File: src/hw/rtl/assert_macros.svh
// assertion macros used by scalar_to_color_map
`ifndef ASSERT_MACROS_SVH
`define ASSERT_MACROS_SVH

// property checked at every rising edge, off while reset is low
`define ASSERT_AT(label, clk, rst_n, prop, msg) \
    label: assert property (@(posedge clk) disable iff (!rst_n) (prop)) else $error(msg);

// condition that must never hold outside reset
`define ASSERT_NEVER(label, clk, rst_n, cond, msg) \
    label: assert property (@(posedge clk) disable iff (!rst_n) !(cond)) else $error(msg);

`endif

File: src/hw/rtl/scm_pkg.sv
// register indexes and map codes for the scalar to color map
`timescale 1ns / 1ps

package scm_pkg;

    localparam int CFG_IDX_W = 2;

    typedef enum logic [CFG_IDX_W-1:0] {
        CFG_RANGE_MIN  = 2'd0,
        CFG_RANGE_MAX  = 2'd1,
        CFG_MAP_SELECT = 2'd2
    } t_cfg_idx;

    localparam logic MAP_JET     = 1'b0;
    localparam logic MAP_RAINBOW = 1'b1;

    localparam int LEVEL_W = 8;

endpackage

File: src/hw/rtl/scalar_to_color_map.sv
// scalar to rgb color map: range normalize, pipelined divider, jet or rainbow map
//
//  channel   | ports                                        | transaction when
//  ----------+----------------------------------------------+--------------------------
//  sample in | i_start, o_busy, i_sample_value              | i_start && !o_busy
//  color out | o_done, o_red_level, o_green_level, o_blue_l | o_done (one cycle)
//  config    | i_cfg_valid, o_cfg_ready, i_cfg_index/data   | i_cfg_valid && o_cfg_ready
//
//  one sample per cycle; the color transaction follows the range stage, divider stages and output register
//  the divider yields one quotient bit per pipeline stage
//  synchronous active-low reset clears the valid bits and loads the register defaults
//  o_busy stays low and the pipeline never stalls, since results cannot be held off
`timescale 1ns / 1ps
`include "assert_macros.svh"

module scalar_to_color_map #(
    parameter int VALUE_WIDTH = 32,
    parameter int FRAC_BITS   = 16
) (
    input  logic                              i_clk,
    input  logic                              i_rst_n,
    input  logic                              i_start,
    output logic                              o_busy,
    input  logic signed [VALUE_WIDTH-1:0]     i_sample_value,
    output logic                              o_done,
    output logic [scm_pkg::LEVEL_W-1:0]       o_red_level,
    output logic [scm_pkg::LEVEL_W-1:0]       o_green_level,
    output logic [scm_pkg::LEVEL_W-1:0]       o_blue_level,
    input  logic                              i_cfg_valid,
    output logic                              o_cfg_ready,
    input  logic [scm_pkg::CFG_IDX_W-1:0]     i_cfg_index,
    input  logic [VALUE_WIDTH-1:0]            i_cfg_data
);
    import scm_pkg::*;

    localparam int W  = VALUE_WIDTH;
    localparam int F  = FRAC_BITS;
    localparam int NW = FRAC_BITS + 11;

    localparam logic [NW-1:0] ONE = NW'(1) << F;
    localparam logic [NW-1:0] E1  = ONE >> 3;
    localparam logic [NW-1:0] E3  = NW'(3) * (ONE >> 3);
    localparam logic [NW-1:0] E5  = NW'(5) * (ONE >> 3);
    localparam logic [NW-1:0] E7  = NW'(7) * (ONE >> 3);
    localparam logic [NW-1:0] Q1  = ONE >> 2;
    localparam logic [NW-1:0] Q2  = ONE >> 1;
    localparam logic [NW-1:0] Q3  = NW'(3) * (ONE >> 2);

    // configuration registers
    logic signed [W-1:0] r_range_min;
    logic signed [W-1:0] r_range_max;
    logic                r_map_select;

    assign o_cfg_ready = 1'b1;
    assign o_busy      = 1'b0;

    always_ff @(posedge i_clk) begin
        if (!i_rst_n) begin
            r_range_min  <= '0;
            r_range_max  <= W'(1) << F;
            r_map_select <= MAP_JET;
        end else if (i_cfg_valid && o_cfg_ready) begin
            case (i_cfg_index)
                CFG_RANGE_MIN:  r_range_min  <= i_cfg_data;
                CFG_RANGE_MAX:  r_range_max  <= i_cfg_data;
                CFG_MAP_SELECT: r_map_select <= i_cfg_data[0];
                default: ;
            endcase
        end
    end

    // pipeline: index 0 is the range stage, 1..F are divider stages
    logic         r_vld  [0:F];
    logic [W-1:0] r_rem  [0:F];
    logic [W-1:0] r_span [0:F];
    logic [F-1:0] r_quo  [0:F];
    logic         r_zero [0:F];
    logic         r_one  [0:F];
    logic         r_msel [0:F];

    logic         n_zero;
    logic         n_one;

    always_comb begin
        n_zero = (r_range_max <= r_range_min) || (i_sample_value <= r_range_min);
        n_one  = !n_zero && (i_sample_value >= r_range_max);
    end

    always_ff @(posedge i_clk) begin
        if (!i_rst_n) begin
            r_vld[0] <= 1'b0;
        end else begin
            r_vld[0] <= i_start && !o_busy;
        end
    end

    always_ff @(posedge i_clk) begin
        r_rem[0]  <= W'(i_sample_value - r_range_min);
        r_span[0] <= W'(r_range_max - r_range_min);
        r_quo[0]  <= '0;
        r_zero[0] <= n_zero;
        r_one[0]  <= n_one;
        r_msel[0] <= r_map_select;
    end

    for (genvar k = 0; k < F; k++) begin : g_div
        logic [W:0] w_d2;
        logic       w_ge;

        // remainder stays below span, so it fits W bits after each step
        assign w_d2 = {r_rem[k], 1'b0};
        assign w_ge = (w_d2 >= {1'b0, r_span[k]});

        always_ff @(posedge i_clk) begin
            if (!i_rst_n) begin
                r_vld[k+1] <= 1'b0;
            end else begin
                r_vld[k+1] <= r_vld[k];
            end
        end

        always_ff @(posedge i_clk) begin
            r_rem[k+1]  <= w_ge ? W'(w_d2 - {1'b0, r_span[k]}) : w_d2[W-1:0];
            r_span[k+1] <= r_span[k];
            r_quo[k+1]  <= {r_quo[k][F-2:0], w_ge};
            r_zero[k+1] <= r_zero[k];
            r_one[k+1]  <= r_one[k];
            r_msel[k+1] <= r_msel[k];
        end
    end

    // color map stage, numerators in units of 2^-F
    logic [NW-1:0] w_t;
    logic [NW-1:0] w_num_r;
    logic [NW-1:0] w_num_g;
    logic [NW-1:0] w_num_b;

    always_comb begin
        if (r_one[F]) begin
            w_t = ONE;
        end else if (r_zero[F]) begin
            w_t = '0;
        end else begin
            w_t = NW'(r_quo[F]);
        end

        if (r_msel[F] == MAP_RAINBOW) begin
            if (w_t < Q1) begin
                w_num_r = '0;
                w_num_g = NW'(1020) * w_t;
                w_num_b = NW'(255) * ONE;
            end else if (w_t < Q2) begin
                w_num_r = '0;
                w_num_g = NW'(255) * ONE;
                w_num_b = NW'(1020) * (Q2 - w_t);
            end else if (w_t < Q3) begin
                w_num_r = NW'(1020) * (w_t - Q2);
                w_num_g = NW'(255) * ONE;
                w_num_b = '0;
            end else begin
                w_num_r = NW'(255) * ONE;
                w_num_g = NW'(1020) * (ONE - w_t);
                w_num_b = '0;
            end
        end else begin
            if (w_t < E1) begin
                w_num_r = '0;
                w_num_g = '0;
                w_num_b = NW'(255) * ((ONE >> 1) + (w_t << 2));
            end else if (w_t < E3) begin
                w_num_r = '0;
                w_num_g = NW'(1020) * (w_t - E1);
                w_num_b = NW'(255) * ONE;
            end else if (w_t < E5) begin
                w_num_r = NW'(816) * (w_t - E3);
                w_num_g = NW'(255) * ONE;
                w_num_b = NW'(255) * ONE - NW'(1020) * (w_t - E3);
            end else if (w_t < E7) begin
                // red holds its 0.8 peak
                w_num_r = NW'(204) * ONE;
                w_num_g = NW'(255) * ONE - NW'(1020) * (w_t - E5);
                w_num_b = '0;
            end else begin
                w_num_r = NW'(204) * ONE - NW'(1020) * (w_t - E7);
                w_num_g = '0;
                w_num_b = '0;
            end
        end
    end

    logic               r_out_vld;
    logic               r_out_msel;
    logic [LEVEL_W-1:0] r_red;
    logic [LEVEL_W-1:0] r_green;
    logic [LEVEL_W-1:0] r_blue;

    always_ff @(posedge i_clk) begin
        if (!i_rst_n) begin
            r_out_vld <= 1'b0;
        end else begin
            r_out_vld <= r_vld[F];
        end
    end

    always_ff @(posedge i_clk) begin
        r_out_msel <= r_msel[F];
        r_red      <= w_num_r[F +: LEVEL_W];
        r_green    <= w_num_g[F +: LEVEL_W];
        r_blue     <= w_num_b[F +: LEVEL_W];
    end

    assign o_done        = r_out_vld;
    assign o_red_level   = r_red;
    assign o_green_level = r_green;
    assign o_blue_level  = r_blue;

    `ASSERT_AT(a_latency, i_clk, i_rst_n, (i_start && !o_busy) |-> ##(FRAC_BITS+2) o_done, "color missing after sample transaction")
    `ASSERT_AT(a_rem_bound, i_clk, i_rst_n, (r_vld[F] && !r_zero[F] && !r_one[F]) |-> (r_rem[F] < r_span[F]), "divider remainder not below span")
    `ASSERT_NEVER(a_rainbow_mix, i_clk, i_rst_n, o_done && (r_out_msel == MAP_RAINBOW) && (o_red_level != '0) && (o_blue_level != '0), "rainbow color with red and blue")

endmodule
File: config.mk
export PLATFORM = sky130hd
export DESIGN_NAME = scalar_to_color_map
export DESIGN_NICKNAME = d
export VERILOG_FILES = /design/src/hw/rtl/scm_pkg.sv /design/src/hw/rtl/scalar_to_color_map.sv
export VERILOG_INCLUDE_DIRS = /design/src /design/src/hw/rtl
export SDC_FILE = /design/constraint.sdc
export NUM_CORES = 2
export LEC_CHECK = 0
export BUFFER_PORTS_ARGS = -buffer_cell sky130_fd_sc_hd__buf_4
export CAP_MARGIN = 15
export CORE_MARGIN = 2
export CORE_UTILIZATION = 64
export CTS_CLUSTER_SIZE = 10
export DETAILED_ROUTE_END_ITERATION = 10
export GPL_TIMING_DRIVEN = 0
export PLACE_DENSITY = 0.81
export SYNTH_ARGS = -nofsm -noshare
export SYNTH_HDL_FRONTEND = slang
export SYNTH_SLANG_ARGS = --single-unit
export TNS_END_PERCENT = 20
File: constraint.sdc
create_clock -name i_clk -period 10 [get_ports i_clk]
set_input_delay 2 -clock i_clk [delete_from_list [all_inputs] [get_ports i_clk]]
set_output_delay 2 -clock i_clk [all_outputs]
set_load 0.05 [all_outputs]
---- After elaboration in Yosys (flattened, before gate mapping) ----
Memories as Yosys holds them, arrays and structs flattened. A register that Yosys moved wholly into a read port is not among the register bits.
Cells that the tools add are included.
word-level totals
  flip-flop bits (word level) ............. 89
  memories kept ........................... 7
  input port bits ......................... 70
  memory bits (writable) .................. 1428
  output and inout bits ................... 27
memory list
  name             depth  bits a word  read ports  clocked after memory_dff  write ports  line                       RTL
  r_rem            17     32           16          0                         17           scalar_to_color_map.sv:74  logic [W-1:0] r_rem [0:F];
  r_span           17     32           16          0                         17           scalar_to_color_map.sv:75  logic [W-1:0] r_span [0:F];
  r_quo            17     16           17          0                         17           scalar_to_color_map.sv:76  logic [F-1:0] r_quo [0:F];
  r_msel           17     1            17          0                         17           scalar_to_color_map.sv:79  logic r_msel [0:F];
  r_one            17     1            17          0                         17           scalar_to_color_map.sv:78  logic r_one [0:F];
  r_vld            17     1            17          1                         17           scalar_to_color_map.sv:73  logic r_vld [0:F];
  1 more memories  n/a    n/a          n/a         n/a                       n/a          n/a
operators by class
  equal/unequal tests ..................... 2
  magnitude comparators ................... 26
  multiplexer cells ....................... 59
  multipliers ............................. 10
  reductions and logical operators ........ 8
  add/subtract/negate cells ............... 29
  bitwise operators ....................... 17
operators by type and width
  operator                                                                        number
  32-bit subtractor                                                               18
  33-bit by 32-bit >= comparator with 1-bit output                                16
  24-bit 2-to-1 mux                                                               22
  32-bit 2-to-1 mux                                                               16
  8-bit by 27-bit multiplier with 22-bit output, first input constant             8
  27-bit by 16-bit less-than comparator with 1-bit output, second input constant  4
  27-bit by 16-bit subtractor with 27-bit output, second input constant           3
  24-bit subtractor, first input constant                                         3
  32-bit <= comparator                                                            2
  27-bit by 15-bit less-than comparator with 1-bit output, second input constant  2
  32-bit >= comparator                                                            1
  16-bit by 27-bit adder with 27-bit output, first input constant                 1
  27-bit by 14-bit less-than comparator with 1-bit output, second input constant  1
  6-bit by 27-bit multiplier with 20-bit output, first input constant             1
  8-bit by 27-bit multiplier with 24-bit output, first input constant             1
  27-bit 2-to-1 mux                                                               1
  16-bit by 27-bit subtractor with 27-bit output, first input constant            1
  17-bit by 27-bit subtractor with 27-bit output, first input constant            1
  27-bit by 14-bit subtractor with 27-bit output, second input constant           1
  27-bit by 15-bit subtractor with 27-bit output, second input constant           1
  1-bit 2-to-1 mux                                                                19
  1-bit bitwise OR                                                                17
  16-bit 2-to-1 mux                                                               1
  2-bit AND reduction                                                             3
  6 further kinds                                                                 7

---- Longest topological paths before layout ----
An unclocked memory read counts as a cell.
  depth after elaboration ................. 11
  mapped depth ............................ 29
  mapped depth without buffers ............ 26

---- Least setup slack after synthesis ----
OpenSTA, ideal clock, no wires.
  path type ............................... reg2reg
  start point ............................. mem r_one[16]
  end point ............................... reg r_green[7], in the netlist o_green_level[7]
  setup slack ............................. 3.014 ns
  arrival ................................. 6.862 ns
  clock period less this slack ............ 6.986 ns
  stages on the path, launching flop included .. 29
  path buffers ............................ 3
  path through ............................ dfxtp_1 > clkbuf_1 > nor2_1 > clkbuf_1 > buf_1 > nand2_1 > ha_1 > nand4_1 > nor2_1 > xnor2_1 > inv_1 > fa_1 > inv_1 > fa_1 > fa_1 > fa_1 > ha_1 > a21oi_1 > and2_1 > nand2_1 > or2_2 > a41o_1 > a21oi_1 > o21ai_0 > a21o_1 > a21oi_1 > xnor2_1 > o221ai_1 > o21ai_1
RTL lines
  item                  line                        RTL
  from (decl)           scalar_to_color_map.sv:78
  to (signal assigned)  scalar_to_color_map.sv:208  r_green <= w_num_g[F +: LEVEL_W];
  to (decl)             scalar_to_color_map.sv:194  logic [LEVEL_W-1:0] r_green;

==> impl_metrics.toml <==
[status]
status = "completed"

[timing]
final.setup.tns_ns = 0
setup_viol = 0
slew_headroom_pct = 26.9
min_period_ns = 9.08
max_freq_ghz = 0.110
hold_viol = 0
rsz0062_at_grt = "no"
worst_pin_slew_ns = 1.08
period_share_pct = 90.8
slew_viol_final = 0
finClkSkew_ns = 0.0408

[die]
start_util_pct = 64.3
dieWidth_um = 350
die_area_um2 = 123000
fp.dieH_um = 350
num_io_pins = 97
row_count = 127
fp.coreArea_um2 = 119000

[yosys]
syn-cell-area_um2 = 76800
yosysSeqAreaShare_pct = 34.4
synthTopCellsByArea = "dfxtp_1 34%, ha_1 13%, fa_1 9.5%"
avgSynthCellArea_um2 = 9.24
yosys_warnings = 0
yosys.area.top_type_share_pct = 34.4
yosysUniqueCellTypes = 100
async_flop_share_pct = 0
netlist_instances = 8314
ys.flop_type = "dfxtp_1"
synthTopCellsByCount = "1318 x dfxtp_1, 1166 x inv_1, 777 x ha_1"
ys_ff_latch = 1318
yosys.area.top_type = "dfxtp_1"
yosysMostFrequentCell = "dfxtp_1"
synth_edf_count = 0

[drt]
vias_per_cell = 5.73
first_iter_violations = 4088
vias = 58600
drc = 0
wirelength_um = 184000
ant_nets = 0
firstDrtPassIters = 6
wl_per_cell_um = 18.0

[clock_tree]
cts_tree = "done"
cts_hold_buffers = 0
cts_root_buf = "clkbuf_16"
clockBufferDepth = 3
cts_setup_buffers = 0
cts_buffers = 153
clock-sinks = 1318
cts_resized = 0
clk_pin_slew_ns = 0.05
htreeDepth = 4
clk_latency_ns = 0.79

[finish]
layout-drive-gt1-share_pct = 6.43
area_delta_synth_final_pct = 9.16
nets = 9781
finalInstanceArea_um2 = 83800
utilization_pct = 70.1

[place]
gp_congestion = 1.01
placed_cell_area_um2 = 79500
dp_hpwl_um = 146000
port_buffers = 93

[worst_setup_path]
r2r_slack_ns = 0.92
crit_top_cell = "fa_1"
slowest_stage = "fa_1"
start_kind = "flip-flop"
crit_arrival_ns = 9.72
cpPeakStageDelay_ns = 0.84
critPathRequiredTime_ns = 10.64
worstReg2RegStart = "r_one[16]"
cp_max_fo = 10
cp-end-kind = "flip-flop"
cp-startpoint = "r_one[16]"
r2r-end = "o_blue_level[7]"
r2r.worst_path.cells = 25
setup.worst_path.class = "reg -> reg"
endpoint = "o_blue_level[7]"

[flow_run]
drv_cap = 0

[grt]
antenna_found_initial = 4
grt_pass1_vias = 59000
grt_usage_pct = 30.0
grt_max_degree = 17
grt_remaining_overflow = 0
grt_pass1_wl_um = 296000

[worst_hold_path]
hold_class = "reg -> reg"
==> critical path, delay by kind of cell, from the launching register on <==
kind	cells	cell delay [ns]
fa+ha+maj	5	2.92
buf+inv	7	2.02
compound gates	6	1.82
simple gates	4	1.06
xor+xnor	3	0.73
flops	1	0.36
==> cell families (layout without fill, tap and decap cells) <==
| logic type | count (synthesis) | after routing | share of synthesized area (%) |
|---|---|---|---|
| adders and majority gates | 1141 | 1141 | 22.1 |
| other | 2 | 10 | 0.00978 |
| xor gates and xnor gates | 625 | 625 | 7.14 |
| buffers and inverters | 1309 | 1591 | 6.59 |
| DFF | 1318 | 1318 | 34.4 |
| muxes | 189 | 189 | 2.73 |
| and+or+nand+nor | 1790 | 1790 | 11.1 |
| AOI/OAI and AO/OA | 1940 | 1940 | 15.9 |
==> per-stage QoR <==
step	hold slack (ns)	cells	setup WS (ns)
after floorplan	0.310	8321	3.01
after global placement	0.310	10000	1.19
after detailed placement	0.312	10000	1.12
after CTS	0.311	10200	1.06
after global routing	0.315	10200	0.464
final	0.297	10200	0.917
==> worst min path at each step <==
stage                             start  depth (start not counted)       endpoint
after floorplan               r_msel[9]                          0     r_msel[10]
after global placement    r_quo[15][13]                          0  r_quo[16][14]
after detailed placement      r_one[14]                          0      r_one[15]
after CTS                  r_quo[11][4]                          0   r_quo[12][5]
after global routing       r_quo[11][4]                          0   r_quo[12][5]
final                        r_msel[13]                          0     r_msel[14]
==> per-layer routing <==
metal  part of all wire, %  global-route usage (%)  wire length [µm]  vias up
met3                   6.2                    4.91             11400      476
met1                    41                    36.3             74800    27800
met2                    49                    52.7             89400     1899
met5                     0                       0                 0        -
li1                      -                       -                 -    28400
met4                   4.3                    12.7              7830        0
==> layout make-up <==
type	count	area, µm²
multi-input combinational	5694	45400
fill	9068	35700
sequential	1318	26400
inverter	1171	4400
clock buffer	178	4140
tap	1612	2020
timing repair buffer	94	706
buffer	138	667
clock inverter	10	139
antenna	1	2.50
==> registers in the layout (all words and copies together), names as in the netlist <==
name / flops
r_zero: 17
r_msel: 17
r_quo: 136
o_red_level: 8
o_done: 1
r_vld: 17
o_green_level: 8
r_range_min: 32
r_span: 512
r_map_select: 1
r_one: 17
r_range_max: 32
r_rem: 512
o_blue_level: 8
==> cells in the final DEF, fill, tap and decap left out, types with 28 or more instances in the layout <==
master     netlist  final
nand3_1         96     96
xnor2_1        398    398
nor2b_1        109    109
and3_1          46     46
nor2_1         355    355
a21oi_1        549    549
mux2_2         163    163
ha_1           777    777
and2_1          48     48
o21a_1         100    100
nand2b_1       111    111
o31ai_1         35     35
clkbuf_16        0    160
o21bai_1        58     58
inv_1         1166   1166
fa_1           364    364
a21boi_0        96     96
o21ai_0        510    510
or2_2           28     28
nor3_1          98     98
xor2_1         226    226
o211ai_1        30     30
a21o_1         266    266
clkbuf_1        94    105
nor4_1          29     29
nand4_1         93     93
buf_4           11    105
nand2_1        671    671
a31oi_1         45     45
dfxtp_1       1318   1318
Power is not shown: default switching activity piles up to over one toggle a cycle in this logic, so the estimate is an artifact.
